[config.mk]
export PLATFORM = sky130hd
export DESIGN_NAME = signed_decimal_line_extractor_core
export DESIGN_NICKNAME = d
export VERILOG_FILES = /design/src/design/sdle_pkg.sv /design/src/design/sdle_fifo.sv /design/src/design/sdle_front.sv /design/src/design/sdle_back.sv /design/src/design/signed_decimal_line_extractor_core.sv
export SDC_FILE = /design/constraint.sdc
export NUM_CORES = 1
export LEC_CHECK = 0
export ABC_CLOCK_PERIOD_IN_PS = 4800
export BUFFER_PORTS_ARGS = -buffer_cell sky130_fd_sc_hd__buf_4
export CAP_MARGIN = 25
export CORE_UTILIZATION = 50
export DETAILED_ROUTE_END_ITERATION = 10
export PLACE_DENSITY = 0.79
export SYNTH_ARGS = -nofsm -noshare
export SYNTH_HDL_FRONTEND = slang
export SYNTH_SLANG_ARGS = --single-unit
[constraint.sdc]
create_clock -name clk_i -period 4.8 [get_ports clk_i]
set_input_delay 0.72 -clock clk_i [delete_from_list [all_inputs] [get_ports clk_i]]
set_output_delay 0.72 -clock clk_i [all_outputs]
set_load 0.03 [all_outputs]
[src/design/sdle_pkg.sv]
// sdle_pkg: shared types and character codes for the signed decimal line extractor
// depends on nothing; imported by every module of the block but sdle_fifo
`default_nettype none

package sdle_pkg;

  // ascii codes the classifier looks for
  localparam logic [7:0] CHAR_LF    = 8'h0A;
  localparam logic [7:0] CHAR_CR    = 8'h0D;
  localparam logic [7:0] CHAR_PLUS  = 8'h2B;
  localparam logic [7:0] CHAR_MINUS = 8'h2D;
  localparam logic [7:0] CHAR_DOT   = 8'h2E;
  localparam logic [7:0] CHAR_ZERO  = 8'h30;
  localparam logic [7:0] CHAR_NINE  = 8'h39;

  // widths of the result ports
  localparam int unsigned OutMantBits = 32;
  localparam int unsigned OutFracBits = 4;

  typedef enum logic [2:0] {
    TK_EOL,
    TK_SIGN,
    TK_DIGIT,
    TK_DOT,
    TK_OTHER
  } tok_class_e;

  typedef struct packed {
    tok_class_e  cls;
    logic        neg;
    logic [3:0]  digit;
  } token_t;

  typedef struct packed {
    logic                    negative;
    logic [OutMantBits-1:0]  mantissa;
    logic [OutFracBits-1:0]  fraction_digits;
    logic                    overflow;
  } result_t;

endpackage

`default_nettype wire

[src/design/sdle_fifo.sv]
// sdle_fifo: two-entry queue with registered storage and occupancy count
// generic width; used for the token queue and the result queue
`default_nettype none

module sdle_fifo #(
  parameter int unsigned Width = 8
) (
  input  logic             clk_i,
  input  logic             rst_ni,
  input  logic             push_i,
  input  logic [Width-1:0] data_i,
  output logic             full_o,
  input  logic             pop_i,
  output logic [Width-1:0] data_o,
  output logic             valid_o
);

  logic [Width-1:0] mem_q [2];
  logic             wptr_q, wptr_d;
  logic             rptr_q, rptr_d;
  logic [1:0]       count_q, count_d;
  logic             push_ok, pop_ok;

  assign full_o  = count_q[1];
  assign valid_o = (count_q != 2'd0);
  assign data_o  = mem_q[rptr_q];
  assign push_ok = push_i && !full_o;
  assign pop_ok  = pop_i && valid_o;

  always_comb begin
    wptr_d  = push_ok ? ~wptr_q : wptr_q;
    rptr_d  = pop_ok ? ~rptr_q : rptr_q;
    count_d = count_q + {1'b0, push_ok} - {1'b0, pop_ok};
  end

  always_ff @(posedge clk_i or negedge rst_ni) begin
    if (!rst_ni) begin
      wptr_q  <= 1'b0;
      rptr_q  <= 1'b0;
      count_q <= 2'd0;
    end else begin
      wptr_q  <= wptr_d;
      rptr_q  <= rptr_d;
      count_q <= count_d;
    end
  end

  always_ff @(posedge clk_i) begin
    if (push_ok) begin
      mem_q[wptr_q] <= data_i;
    end
  end

endmodule

`default_nettype wire

[src/design/sdle_front.sv]
// sdle_front: classifies one received byte into a token for the back end
// depends on sdle_pkg
`default_nettype none

module sdle_front (
  input  logic [7:0]      rx_byte_i,
  output sdle_pkg::token_t tok_o
);
  import sdle_pkg::*;

  logic [7:0] offset;

  assign offset = rx_byte_i - CHAR_ZERO;

  always_comb begin
    tok_o.neg   = (rx_byte_i == CHAR_MINUS);
    tok_o.digit = offset[3:0];
    if (rx_byte_i == CHAR_LF || rx_byte_i == CHAR_CR) begin
      tok_o.cls = TK_EOL;
    end else if (rx_byte_i == CHAR_PLUS || rx_byte_i == CHAR_MINUS) begin
      tok_o.cls = TK_SIGN;
    end else if (rx_byte_i >= CHAR_ZERO && rx_byte_i <= CHAR_NINE) begin
      tok_o.cls = TK_DIGIT;
    end else if (rx_byte_i == CHAR_DOT) begin
      tok_o.cls = TK_DOT;
    end else begin
      tok_o.cls = TK_OTHER;
    end
  end

endmodule

`default_nettype wire

[src/design/sdle_back.sv]
// sdle_back: field state machine, mantissa accumulator and fraction counter
// depends on sdle_pkg; takes tokens from the token queue, feeds the result queue
`default_nettype none

module sdle_back #(
  parameter int unsigned MantissaBits = 32,
  parameter int unsigned FracCountMax = 15
) (
  input  logic              clk_i,
  input  logic              rst_ni,
  input  logic              tok_valid_i,
  input  sdle_pkg::token_t  tok_i,
  output logic              tok_pop_o,
  input  logic              res_full_i,
  output logic              res_push_o,
  output sdle_pkg::result_t res_o
);
  import sdle_pkg::*;

  localparam int unsigned FracBits = $clog2(FracCountMax + 1);

  logic                    sign_q, sign_d;
  logic                    stopped_q, stopped_d;
  logic                    dot_q, dot_d;
  logic                    digit_seen_q, digit_seen_d;
  logic                    neg_q, neg_d;
  logic [MantissaBits-1:0] acc_q, acc_d;
  logic [FracBits-1:0]     frac_q, frac_d;
  logic                    sat_q, sat_d;

  logic                    consume;
  logic                    open_field;
  logic [MantissaBits+3:0] prod;
  logic [MantissaBits+3:0] acc_wide;
  logic [MantissaBits+31:0] mant_ext;
  logic [FracBits+3:0]     frac_ext;

  // acc * 10 + digit, with four spare bits to spot overflow
  assign acc_wide   = {4'b0000, acc_q};
  assign prod       = (acc_wide << 3) + (acc_wide << 1) + {{MantissaBits{1'b0}}, tok_i.digit};
  assign consume    = tok_valid_i && !res_full_i;
  assign open_field = sign_q && !stopped_q;
  assign tok_pop_o  = consume;

  assign mant_ext = {32'd0, acc_q};
  assign frac_ext = {4'b0000, frac_q};

  always_comb begin
    res_o.negative        = neg_q;
    res_o.mantissa        = mant_ext[OutMantBits-1:0];
    res_o.fraction_digits = frac_ext[OutFracBits-1:0];
    res_o.overflow        = sat_q;
  end

  always_comb begin
    sign_d       = sign_q;
    stopped_d    = stopped_q;
    dot_d        = dot_q;
    digit_seen_d = digit_seen_q;
    neg_d        = neg_q;
    acc_d        = acc_q;
    frac_d       = frac_q;
    sat_d        = sat_q;
    res_push_o   = 1'b0;
    if (consume) begin
      unique case (tok_i.cls)
        TK_EOL: begin
          res_push_o   = sign_q && digit_seen_q;
          sign_d       = 1'b0;
          stopped_d    = 1'b0;
          dot_d        = 1'b0;
          digit_seen_d = 1'b0;
          neg_d        = 1'b0;
          acc_d        = '0;
          frac_d       = '0;
          sat_d        = 1'b0;
        end
        TK_SIGN: begin
          sign_d       = 1'b1;
          stopped_d    = 1'b0;
          dot_d        = 1'b0;
          digit_seen_d = 1'b0;
          neg_d        = tok_i.neg;
          acc_d        = '0;
          frac_d       = '0;
          sat_d        = 1'b0;
        end
        TK_DIGIT: begin
          if (open_field) begin
            digit_seen_d = 1'b1;
            if (dot_q && frac_q >= FracBits'(FracCountMax)) begin
              // fraction count full: digit dropped
              sat_d = 1'b1;
            end else begin
              if (dot_q) begin
                frac_d = frac_q + FracBits'(1);
              end
              if (prod[MantissaBits+3:MantissaBits] != 4'd0) begin
                acc_d = '1;
                sat_d = 1'b1;
              end else begin
                acc_d = prod[MantissaBits-1:0];
              end
            end
          end
        end
        TK_DOT: begin
          if (open_field) begin
            if (dot_q) begin
              stopped_d = 1'b1;
            end else begin
              dot_d = 1'b1;
            end
          end
        end
        TK_OTHER: begin
          if (open_field) begin
            stopped_d = 1'b1;
          end
        end
        default: begin
          stopped_d = stopped_q;
        end
      endcase
    end
  end

  always_ff @(posedge clk_i or negedge rst_ni) begin
    if (!rst_ni) begin
      sign_q       <= 1'b0;
      stopped_q    <= 1'b0;
      dot_q        <= 1'b0;
      digit_seen_q <= 1'b0;
      neg_q        <= 1'b0;
      acc_q        <= '0;
      frac_q       <= '0;
      sat_q        <= 1'b0;
    end else begin
      sign_q       <= sign_d;
      stopped_q    <= stopped_d;
      dot_q        <= dot_d;
      digit_seen_q <= digit_seen_d;
      neg_q        <= neg_d;
      acc_q        <= acc_d;
      frac_q       <= frac_d;
      sat_q        <= sat_d;
    end
  end

endmodule

`default_nettype wire

[src/design/signed_decimal_line_extractor_core.sv]
// signed_decimal_line_extractor_core: top level of the signed decimal line extractor
// depends on sdle_pkg, sdle_front, sdle_fifo and sdle_back
//
// usage
// - input channel: drive rx_byte_i with push high; the byte is taken at a
//   rising edge where push is high and full is low
// - result channel: while empty is low the oldest result sits on
//   negative_o, mantissa_o, fraction_digits_o and overflow_o; it is taken
//   at a rising edge where pop is high and empty is low
// - one result per line (CR or LF) whose last sign was followed by a digit;
//   value is +/- mantissa_o / 10^fraction_digits_o
// - throughput: one byte per cycle while full is low; the back end updates
//   its accumulator (one times-ten add) for one token each cycle unless
//   the result queue is full; a line end passes through the token queue
//   and the back end into the result queue before it can be popped
// - a two-entry token queue parts the classifier from the accumulator and a
//   two-entry result queue parts the accumulator from the receiver
// - when the receiver stalls, the result queue fills, the back end holds its
//   tokens, the token queue fills and full rises; nothing is dropped
// - reset clears the field state and both queues: full and empty read as
//   not full and empty right away
`default_nettype none

module signed_decimal_line_extractor_core #(
  parameter int unsigned MANTISSA_BITS  = 32,
  parameter int unsigned FRAC_COUNT_MAX = 15
) (
  input  logic        clk_i,
  input  logic        rst_ni,
  // input queue side
  input  logic        push,
  output logic        full,
  input  logic [7:0]  rx_byte_i,
  // result queue side
  output logic        empty,
  input  logic        pop,
  output logic        negative_o,
  output logic [31:0] mantissa_o,
  output logic [3:0]  fraction_digits_o,
  output logic        overflow_o
);
  import sdle_pkg::*;

  localparam int unsigned TokBits = $bits(token_t);
  localparam int unsigned ResBits = $bits(result_t);

  token_t  tok_in;      // classified byte
  token_t  tok_head;    // oldest queued token
  logic    tok_valid;
  logic    tok_pop;
  logic    res_full;
  logic    res_push;
  result_t res_in;
  result_t res_head;
  logic    res_valid;

  // classify incoming byte
  sdle_front u_front (
    .rx_byte_i (rx_byte_i),
    .tok_o     (tok_in)
  );

  // token queue between front and back
  sdle_fifo #(
    .Width (TokBits)
  ) u_tok_fifo (
    .clk_i   (clk_i),
    .rst_ni  (rst_ni),
    .push_i  (push),
    .data_i  (tok_in),
    .full_o  (full),
    .pop_i   (tok_pop),
    .data_o  (tok_head),
    .valid_o (tok_valid)
  );

  // field tracking and accumulation
  sdle_back #(
    .MantissaBits (MANTISSA_BITS),
    .FracCountMax (FRAC_COUNT_MAX)
  ) u_back (
    .clk_i       (clk_i),
    .rst_ni      (rst_ni),
    .tok_valid_i (tok_valid),
    .tok_i       (tok_head),
    .tok_pop_o   (tok_pop),
    .res_full_i  (res_full),
    .res_push_o  (res_push),
    .res_o       (res_in)
  );

  // result queue toward the receiver
  sdle_fifo #(
    .Width (ResBits)
  ) u_res_fifo (
    .clk_i   (clk_i),
    .rst_ni  (rst_ni),
    .push_i  (res_push),
    .data_i  (res_in),
    .full_o  (res_full),
    .pop_i   (pop),
    .data_o  (res_head),
    .valid_o (res_valid)
  );

  assign empty             = !res_valid;
  assign negative_o        = res_head.negative;
  assign mantissa_o        = res_head.mantissa;
  assign fraction_digits_o = res_head.fraction_digits;
  assign overflow_o        = res_head.overflow;

`ifndef NO_ASSERTIONS
  // back end never pushes into a full result queue
  a_no_res_overflow: assert property (@(posedge clk_i) disable iff (!rst_ni)
    res_push |-> !res_full)
    else $error("result pushed into full queue");

  // a full token queue always offers a token to the back end
  a_full_has_token: assert property (@(posedge clk_i) disable iff (!rst_ni)
    full |-> tok_valid)
    else $error("token queue full but nothing to pop");

  // a pushed result is visible on the next cycle
  a_result_shows: assert property (@(posedge clk_i) disable iff (!rst_ni)
    res_push |=> !empty)
    else $error("pushed result not visible");

  // tokens are only taken when one is present
  a_pop_needs_token: assert property (@(posedge clk_i) disable iff (!rst_ni)
    tok_pop |-> tok_valid)
    else $error("token popped from empty queue");
`endif

endmodule

`default_nettype wire

==> impl_metrics.py, run 1 <==
metrics = {
    "status": {
        "outcome": "finished clean",
    },
    "critical_path": {
        "critPathTopFamily": "compound AO/OA/AOI/OAI gates",
        "critPathMaxStageDelay_ns": 0.58,
        "cpMostUsedCell": "fa_1",
        "cp.buffers_inverters": 2,
        "critPathSlowestCell": "dfrtp_1",
        "cp_max_fo": 13,
        "cp_data_arrival_time_ns": 4.37,
        "cp-end-kind": "flop",
        "worstPathRequired_ns": 5.07,
        "startpoint_type": "flop",
        "path_class": "reg2reg",
        "path_cells": "mux2_2, fa_1, inv_1, fa_1, nand2b_1, a21oi_2, o2111ai_2, a31oi_4, a41oi_2, mux2i_2, nor3_4, buf_4, a31oi_2",
    },
    "sta": {
        "setup_tns_ns": 0,
        "worst_slack_ns": 0.702,
        "fmax_mhz": 244,
        "slew_viol_final": 0,
        "hold_viol": 0,
        "rsz0062_at_grt": "no",
        "tightest_slew_ns": 0.723,
        "relSlewSlack_pct": 51.8,
        "clock_skew_ns": 0.0107,
        "timing.final.crit_share_pct": 85.4,
        "setup_viol_count_final": 0,
        "period_minus_slack_ns": 4.10,
    },
    "power_and_ir_drop": {
        "power_per_cell_area_mw_per_mm2": 601,
        "p_int_w": 0.00328,
        "p_comb_share_pct": 42.5,
        "clockPowerShare_pct": 24.2,
        "switching_share_pct": 41.0,
        "power_frac_seq_pct": 33.3,
        "p_leak_nw": 3.82,
        "ir_worst_vdd_mv": 0.321,
        "switchingPower_w": 0.00228,
    },
    "clock_network": {
        "ctsResizeCount": 0,
        "root_buffer": "clkbuf_16",
        "cts_sinks": 142,
        "post-cts-setup-buffers": 0,
        "cts_tree": "yes",
        "h-tree-depth": 4,
        "cts_buffer_depth": 2,
        "cts-buffers-inserted": 17,
        "clkLatencyLatePin_ns": 0.44,
        "path_clk_slew_ns": 0.06,
        "cts-hold-fix-buffers": 0,
    },
    "logic_synthesis": {
        "seq_area_frac_synth_pct": 49.5,
        "synth_top_cell_by_area": "edfxtp_1",
        "async_reset_ff_share_pct": 35.2,
        "syn_area_mm2": 0.00811,
        "netlist_top_cells_area": "edfxtp_1 34%, dfrtp_1 15%, ha_1 10%",
        "ys_types": 65,
        "synth_top_area_share_pct": 34.1,
        "ys_seq_elements": 142,
        "synth_ff_type": "edfxtp_1",
        "syn_nets": 772,
        "synth-edff-count": 92,
        "avgSynthCellArea_um2": 11.7,
        "syn_inst": 690,
        "ys_warn_count": 0,
    },
    "route": {
        "antenna_left": 0,
        "drt_iter0_markers": 365,
        "num_vias": 5650,
        "routedWlPerCell_um": 18.1,
        "dr.pass1.iters": 6,
        "wirelength_um": 17400,
        "drc": 0,
        "avgViaCountPerCell": 5.87,
    },
    "cells_and_area": {
        "layout.nets": 815,
        "fill_cells": 1277,
        "insertedDiodeCount": 0,
        "layout_commonest_cell": "edfxtp_1",
        "most-common-layout-cells": "92 x edfxtp_1, 78 x a21oi_1, 68 x ha_1",
        "area.growth.synth_to_final_pct": 14.2,
        "layout-drive-gt1-share_pct": 23.9,
        "fin_util_pct": 58.5,
    },
    "place": {
        "post-place-ws_ns": 0.736,
        "io_buffers": 51,
        "dp_hpwl_um": 12400,
        "place.gp.congestion": 0.905,
    },
    "floorplan": {
        "pin_count": 52,
        "die_height_um": 129,
        "rows": 46,
        "core_mm2": 0.0158,
        "die_area_mm2": 0.0167,
        "die_x_um": 129,
        "start_util_pct": 51.2,
    },
    "min_path": {
        "hold_class": "in2async",
    },
    "grt": {
        "grt_use_total_pct": 22.4,
        "grt_pass1_vias": 5584,
        "overflow": 0,
        "antenna_found_initial": 0,
        "grt_pass1_wl_um": 28200,
        "grt_max_degree": 51,
    },
    "run": {
        "drv_cap": 0,
    },
}
[layout make-up]
type                            count  area (µm²)  area share (%)
Clock inverter                     15         175            1.89
Sequential cell                   142        4010            43.3
Timing Repair Buffer               59         455            4.92
Tap cell                          216         270            2.92
Multi-Input combinational cell    496        3860            41.6
Clock buffer                       17         425            4.59
Inverter                           17        63.8           0.689
[registers in the layout, indices dropped and copies added, names as in the netlist, 2 cells and up]
signal              flops
u_back.frac_q           4
u_tok_fifo.count_q      2
u_res_fifo.count_q      2
u_tok_fifo.mem_q       16
u_res_fifo.mem_q       76
u_back.acc_q           32
[cells in the mapped netlist (17+ instances only)]
cell type	number
inv_1	17
a21oi_1	78
edfxtp_1	92
mux2_2	42
nor2_1	29
dfrtp_1	50
o21ai_0	20
xnor2_1	21
ha_1	68
buf_2	20
xor2_1	18
nand2_1	45
[power by group through the flow]
stage	sequential (W)	combinational [W]	clock (W)
after CTS	0.00185	0.00237	0.00137
after global routing	0.00188	0.00259	0.00142
after floorplan	0.00175	0.00189	0
after global placement	0.00184	0.00227	0
after detailed placement	0.00187	0.00235	0
final	0.00185	0.00237	0.00135
[final timing paths]
| path | slack (ns) | end | from | depth (start not counted) |
|---|---|---|---|---|
| max | 0.70 | u_back.acc_q[18] | u_tok_fifo.rptr_q | 13 |
| min | 0.32 | u_back.acc_q[29] | rst_ni | 1 |
| max reg2reg | 0.70 | u_back.acc_q[18] | u_tok_fifo.rptr_q | 13 |
| min reg2reg | 0.51 | u_res_fifo.mem_q[0][0] | u_back.sat_q | 0 |
| max in group asynchronous | 3.97 | u_back.acc_q[9] | rst_ni | 1 |
| min in group clk_i | 0.49 | u_tok_fifo.mem_q[0][3] | rx_byte_i[3] | 1 |
[cell families after synthesis]
kind of cell	synth area share, %
simple gates	9.12
flops	49.5
fa+ha+maj	11.0
buf+inv	2.99
compound gates	16.6
xor+xnor	4.42
mux	6.38
[metal layers]
metal  vias up  wire length [µm]  track usage, %
li1       2712                 -               -
met1      2754              7550            27.7
met2       156              8620            37.9
met3        28               849            4.83
met4         0               409            9.90
met5         -                 0               0
[per-stage QoR]
stage	instances	cell area (µm²)	hold slack (ns)	total power (W)
6_report	962	9260	0.317	0.00556
5_1_grt	962	9260	0.379	0.00589
4_1_cts	962	9260	0.351	0.00559
3_5_place_dp	930	8660	0.492	0.00421
3_3_place_gp	929	8640	0.477	0.00412
2_1_floorplan	690	8110	0.424	0.00364
No activity file was read; power rests on OpenSTA's default activity.
==> run 2: changes to the inputs <==
Settings changed: CELL_PAD_IN_SITES_DETAIL_PLACEMENT set to 1, CELL_PAD_IN_SITES_GLOBAL_PLACEMENT set to 1, PLACE_DENSITY 0.79 to 0.92.
==> run 2 against run 1 <==
  * Utilization grew 0.28 points
  * Maximum frequency shrank 5.0%
  * Combinational power increased by 6%
  * Critical path type unchanged
  * Largest cell class unchanged
  * Largest power group unchanged
==> impl_metrics.py, run 2 (synthesis gave the netlist of run 1 again) <==
metrics = {
    "sta": {
        "worst_slack_ns": 0.484,
        "timing.final.crit_share_pct": 89.9,
        "relSlewSlack_pct": 46.8,
        "period_minus_slack_ns": 4.32,
        "fmax_mhz": 232,
        "slew_viol_final": 0,
        "setup_viol_count_final": 0,
        "tightest_slew_ns": 0.798,
        "hold_viol": 0,
        "clock_skew_ns": 0.00882,
        "setup_tns_ns": 0,
        "rsz0062_at_grt": "no",
    },
    "route": {
        "avgViaCountPerCell": 6.14,
        "m1WireLength_um": 8950,
        "wl_met3_um": 717,
        "wirelength_um": 21200,
        "drt_iter0_markers": 352,
        "dr.pass1.iters": 5,
        "num_vias": 5902,
        "antenna_left": 0,
        "routedWlPerCell_um": 22.1,
        "drc": 0,
        "dr_wl_met2_um": 10900,
        "top_layer": "met4",
    },
    "floorplan": {
        "die_x_um": 129,
        "start_util_pct": 51.2,
        "die_area_mm2": 0.0167,
        "rows": 46,
        "core_mm2": 0.0158,
        "die_height_um": 129,
        "pin_count": 52,
    },
    "clock_network": {
        "cts_buffer_depth": 2,
        "h-tree-depth": 4,
        "clkLatencyLatePin_ns": 0.43,
        "post-cts-setup-buffers": 0,
        "cts-hold-fix-buffers": 0,
        "path_clk_slew_ns": 0.06,
        "cts-buffers-inserted": 17,
        "cts_tree": "yes",
        "root_buffer": "clkbuf_16",
        "ctsResizeCount": 0,
        "cts_sinks": 142,
    },
    "grt": {
        "grt_pass1_wl_um": 34200,
        "grt_pass1_vias": 6325,
        "overflow": 0,
        "antenna_found_initial": 0,
        "grt_use_total_pct": 27.4,
        "grt_max_degree": 51,
    },
    "cells_and_area": {
        "largest_reg_flops": 76,
        "layout.nets": 814,
        "most-common-layout-cells": "92 x edfxtp_1, 78 x a21oi_1, 68 x ha_1",
        "area.growth.synth_to_final_pct": 14.8,
        "insertedDiodeCount": 0,
        "layout-drive-gt1-share_pct": 23.6,
        "layout_commonest_cell": "edfxtp_1",
        "regMostFlops": "u_res_fifo.mem_q",
        "fill_cells": 1638,
        "largestRegisters": "u_res_fifo.mem_q: 76 flops, u_back.acc_q: 32 flops, u_tok_fifo.mem_q: 16 flops",
    },
    "critical_path": {
        "critPathMaxStageDelay_ns": 0.62,
        "path_cells": "mux2_2, fa_1, inv_1, fa_1, nand2b_1, a21oi_2, o2111ai_2, a31oi_4, a41oi_2, mux2i_2, nor3_4, buf_12, a31oi_2",
        "cp_max_fo": 21,
        "cp_data_arrival_time_ns": 4.58,
        "worstPathRequired_ns": 5.07,
        "path_class": "reg2reg",
        "startpoint_type": "flop",
        "critPathSlowestCell": "dfrtp_1",
        "cp-end-kind": "flop",
        "cpMostUsedCell": "fa_1",
    },
    "power_and_ir_drop": {
        "finalPower_w": 0.00579,
        "ir_worst_vdd_mv": 0.342,
        "p_leak_nw": 3.84,
        "power_per_cell_area_mw_per_mm2": 622,
    },
    "place": {
        "post-place-ws_ns": 0.534,
        "io_buffers": 51,
        "dp_hpwl_um": 14600,
        "place.gp.congestion": 0.884,
    },
    "run": {
        "drv_cap": 0,
    },
    "status": {
        "outcome": "finished clean",
    },
    "min_path": {
        "hold_class": "in2async",
    },
}
run 2: worst max-delay path: cells and delay by family, from the launching register on:
family,cells,cell delay [ns]
muxes,2,0.65
and+or+nand+nor,2,0.57
buffers and inverters,2,0.31
DFF,1,0.62
adders and majority gates,2,0.96
AOI/OAI and AO/OA,5,1.02
run 2: per-layer routing:
| layer | up-vias | track usage (%) |
|---|---|---|
| met3 | 53 | 5.20 |
| met2 | 155 | 47.2 |
| li1 | 2699 | - |
| met1 | 2995 | 33.5 |
| met4 | 0 | 11.8 |
| met5 | - | 0 |
run 2: metrics by stage:
| step | utilization [%] | hold WS, ns | cells | instance area [µm²] |
|---|---|---|---|---|
| floorplan | - | 0.424 | 690 | 8110 |
| global placement | 54.6 | 0.471 | 927 | 8640 |
| detailed placement | 54.8 | 0.478 | 928 | 8670 |
| CTS | 58.7 | 0.368 | 960 | 9290 |
| global route | 58.8 | 0.379 | 961 | 9310 |
| finish | 58.8 | 0.341 | 961 | 9310 |
run 2: final cells by class:
class,instances,area [µm²],area share (%)
timing repair buffer,58,480,5.16
sequential,142,4010,43.1
tap,216,270,2.90
clock inverter,14,190,2.04
clock buffer,18,429,4.61
inverter,17,63.8,0.686
multi-input combinational,496,3860,41.5
run 2: worst paths after layout:
check | start | endpoint | slack (ns) | cells after the start
hold / removal | rst_ni | u_res_fifo.rptr_q | 0.34 | 1
hold reg to reg | u_back.neg_q | u_res_fifo.mem_q[1][37] | 0.53 | 0
max in group asynchronous | rst_ni | u_back.acc_q[20] | 3.98 | 1
setup reg to reg | u_tok_fifo.rptr_q | u_back.acc_q[21] | 0.48 | 13
setup / recovery | u_tok_fifo.rptr_q | u_back.acc_q[21] | 0.48 | 13
min in group clk_i | rx_byte_i[3] | u_tok_fifo.mem_q[0][3] | 0.51 | 1
run 2: where the power goes:
part	total (W)	internal (W)	switching (W)
clock network	0.00140	0.000869	0.000529
logic	0.00252	0.000953	0.00156
registers	0.00187	0.00157	0.000302
==> run 3: changes to the inputs <==
Settings changed: RECOVER_POWER set to 50.
==> run 3 against run 2 <==
  * Register-to-register slack about the same
  * Worst setup slack gained 0.0034 ns
  * Worst hold slack improved by 0.19 ns
  * The flow now finishes with violations (max-capacitance violations, max-slew violations)
  * Largest cell class unchanged
  * Clock-buffer cell count unchanged
  * Total power about the same
  * Wire length hardly changed
==> impl_metrics.py, run 3 (synthesis gave the netlist of run 1 again) <==
metrics = {
    "grt": {
        "overflow": 0,
        "grt_pass1_wl_um": 34200,
        "antenna_found_initial": 0,
        "grt_use_total_pct": 27.4,
        "grt_max_degree": 51,
        "grt_pass1_vias": 6325,
    },
    "sta": {
        "slew_viol_final": 51,
        "hold_viol": 0,
        "worst_slack_ns": 0.488,
        "period_minus_slack_ns": 4.31,
        "setup_viol_count_final": 0,
        "rsz0062_at_grt": "no",
        "setup_tns_ns": 0,
        "tightest_slew_ns": 2.99,
        "fmax_mhz": 232,
        "relSlewSlack_pct": -99.6,
        "timing.final.crit_share_pct": 89.8,
        "clock_skew_ns": 0.00972,
    },
    "cells_and_area": {
        "multiInputGateArea_mm2": 0.00386,
        "layout-drive-gt1-share_pct": 22.8,
        "layout.nets": 814,
        "layout.cells.non_filler": 961,
        "fill_cells": 1645,
        "regMostFlops": "u_res_fifo.mem_q",
        "post-route-cell-area_mm2": 0.00929,
        "insertedDiodeCount": 0,
        "layout_commonest_cell": "edfxtp_1",
        "most-common-layout-cells": "92 x edfxtp_1, 78 x a21oi_1, 68 x ha_1",
        "largest_reg_flops": 76,
        "area.growth.synth_to_final_pct": 14.6,
        "largestRegisters": "u_res_fifo.mem_q: 76 flops, u_back.acc_q: 32 flops, u_tok_fifo.mem_q: 16 flops",
        "regArea_mm2": 0.00401,
    },
    "floorplan": {
        "die_x_um": 129,
        "pin_count": 52,
        "die_area_mm2": 0.0167,
        "rows": 46,
        "core_mm2": 0.0158,
        "die_height_um": 129,
        "start_util_pct": 51.2,
    },
    "critical_path": {
        "rr_worst_depth": 13,
        "worstPathRequired_ns": 5.07,
        "startpoint_type": "flop",
        "cp_data_arrival_time_ns": 4.58,
        "r2r-end": "u_back.acc_q[21]",
        "path_class": "reg2reg",
        "cp_max_fo": 21,
        "r2r_slack_ns": 0.49,
        "cp-end-kind": "flop",
        "reg2reg_from": "u_tok_fifo.rptr_q",
    },
    "run": {
        "drv_cap": 1,
    },
    "clock_network": {
        "h-tree-depth": 4,
        "path_clk_slew_ns": 0.07,
        "post-cts-setup-buffers": 0,
        "cts_sinks": 142,
        "ctsResizeCount": 0,
        "root_buffer": "clkbuf_16",
        "cts_buffer_depth": 2,
        "cts_tree": "yes",
        "cts-buffers-inserted": 17,
        "clkLatencyLatePin_ns": 0.43,
        "cts-hold-fix-buffers": 0,
    },
    "route": {
        "num_vias": 5873,
        "dr.pass1.iters": 4,
        "wirelength_um": 21200,
        "drt_iter0_markers": 354,
        "avgViaCountPerCell": 6.11,
        "drc": 0,
        "routedWlPerCell_um": 22.1,
        "antenna_left": 0,
    },
    "power_and_ir_drop": {
        "power_per_cell_area_mw_per_mm2": 623,
        "p_leak_nw": 3.82,
        "ir_worst_vdd_mv": 0.341,
    },
    "place": {
        "io_buffers": 51,
        "place_area_mm2": 0.00867,
        "place.gp.congestion": 0.884,
        "dpl.cell_count": 928,
        "post-place-ws_ns": 0.534,
        "dp_hpwl_um": 14600,
    },
    "min_path": {
        "hold_class": "reg2reg",
        "min_path_cells": 1,
        "worstHoldStart": "u_tok_fifo.wptr_q",
        "min_delay_worst_endpoint": "u_tok_fifo.wptr_q",
    },
    "status": {
        "violations": "max-capacitance violations, max-slew violations",
        "outcome": "finished with violations",
    },
}
-- run 3: changes by cell type in the layout (fill, tap and decap cells not counted), sizes merged --
cell	before	now
buf	58	53
clkbuf	18	23
-- run 3: through the flow --
step / total power [W] / utilization (%) / hold WS, ns
3_3_place_gp: 0.00416 / 54.6 / 0.471
2_1_floorplan: 0.00364 / - / 0.424
3_5_place_dp: 0.00432 / 54.8 / 0.478
4_1_cts: 0.00580 / 58.7 / 0.368
6_report: 0.00579 / 58.7 / 0.534
5_1_grt: 0.00611 / 58.7 / 0.552
-- run 3: area by class of cell --
class | count | share of cell area, %
inverter | 17 | 0.687
sequential | 142 | 43.2
clock buffer | 18 | 4.62
clock inverter | 14 | 2.05
multi-input combinational | 496 | 41.5
timing repair buffer | 58 | 4.97
tap | 216 | 2.91
-- run 3: how the worst max path moves through the flow --
stage,start,end,slack [ns],depth (start not counted)
3_5_place_dp,u_tok_fifo.rptr_q,u_back.acc_q[21],0.53,13
2_1_floorplan,u_tok_fifo.rptr_q,u_back.acc_q[13],1.05,14
5_1_grt,u_tok_fifo.rptr_q,u_back.acc_q[18],0.28,13
6_report,u_tok_fifo.rptr_q,u_back.acc_q[21],0.49,13
4_1_cts,u_tok_fifo.rptr_q,u_back.acc_q[21],0.51,13
3_3_place_gp,u_tok_fifo.rptr_q,u_back.acc_q[25],0.72,13
-- run 3: routing by layer --
metal  vias up  GRT usage, %  part of all wire [%]
met5         -             0                     0
met4         0          11.8                   2.6
met3        46          5.20                   3.7
met2       149          47.2                    51
met1      2974          33.5                    42
li1       2704             -                     -
-- run 3: report_power, final --
group	switching [W]	internal (W)
logic	0.00156	0.000949
clock network	0.000530	0.000870
registers	0.000302	0.00157
total	0.00240	0.00339
-- run 3: critical path, stage by stage, from the launching register on --
cell and delay [ns]:
dfrtp_1 0.63, mux2_2 0.41, fa_1 0.52, inv_1 0.07
fa_1 0.44, nand2b_1 0.19, a21oi_2 0.24, o2111ai_2 0.23
a31oi_4 0.27, a41oi_2 0.16, mux2i_2 0.24, nor3_4 0.38
buf_12 0.24, a31oi_2 0.12
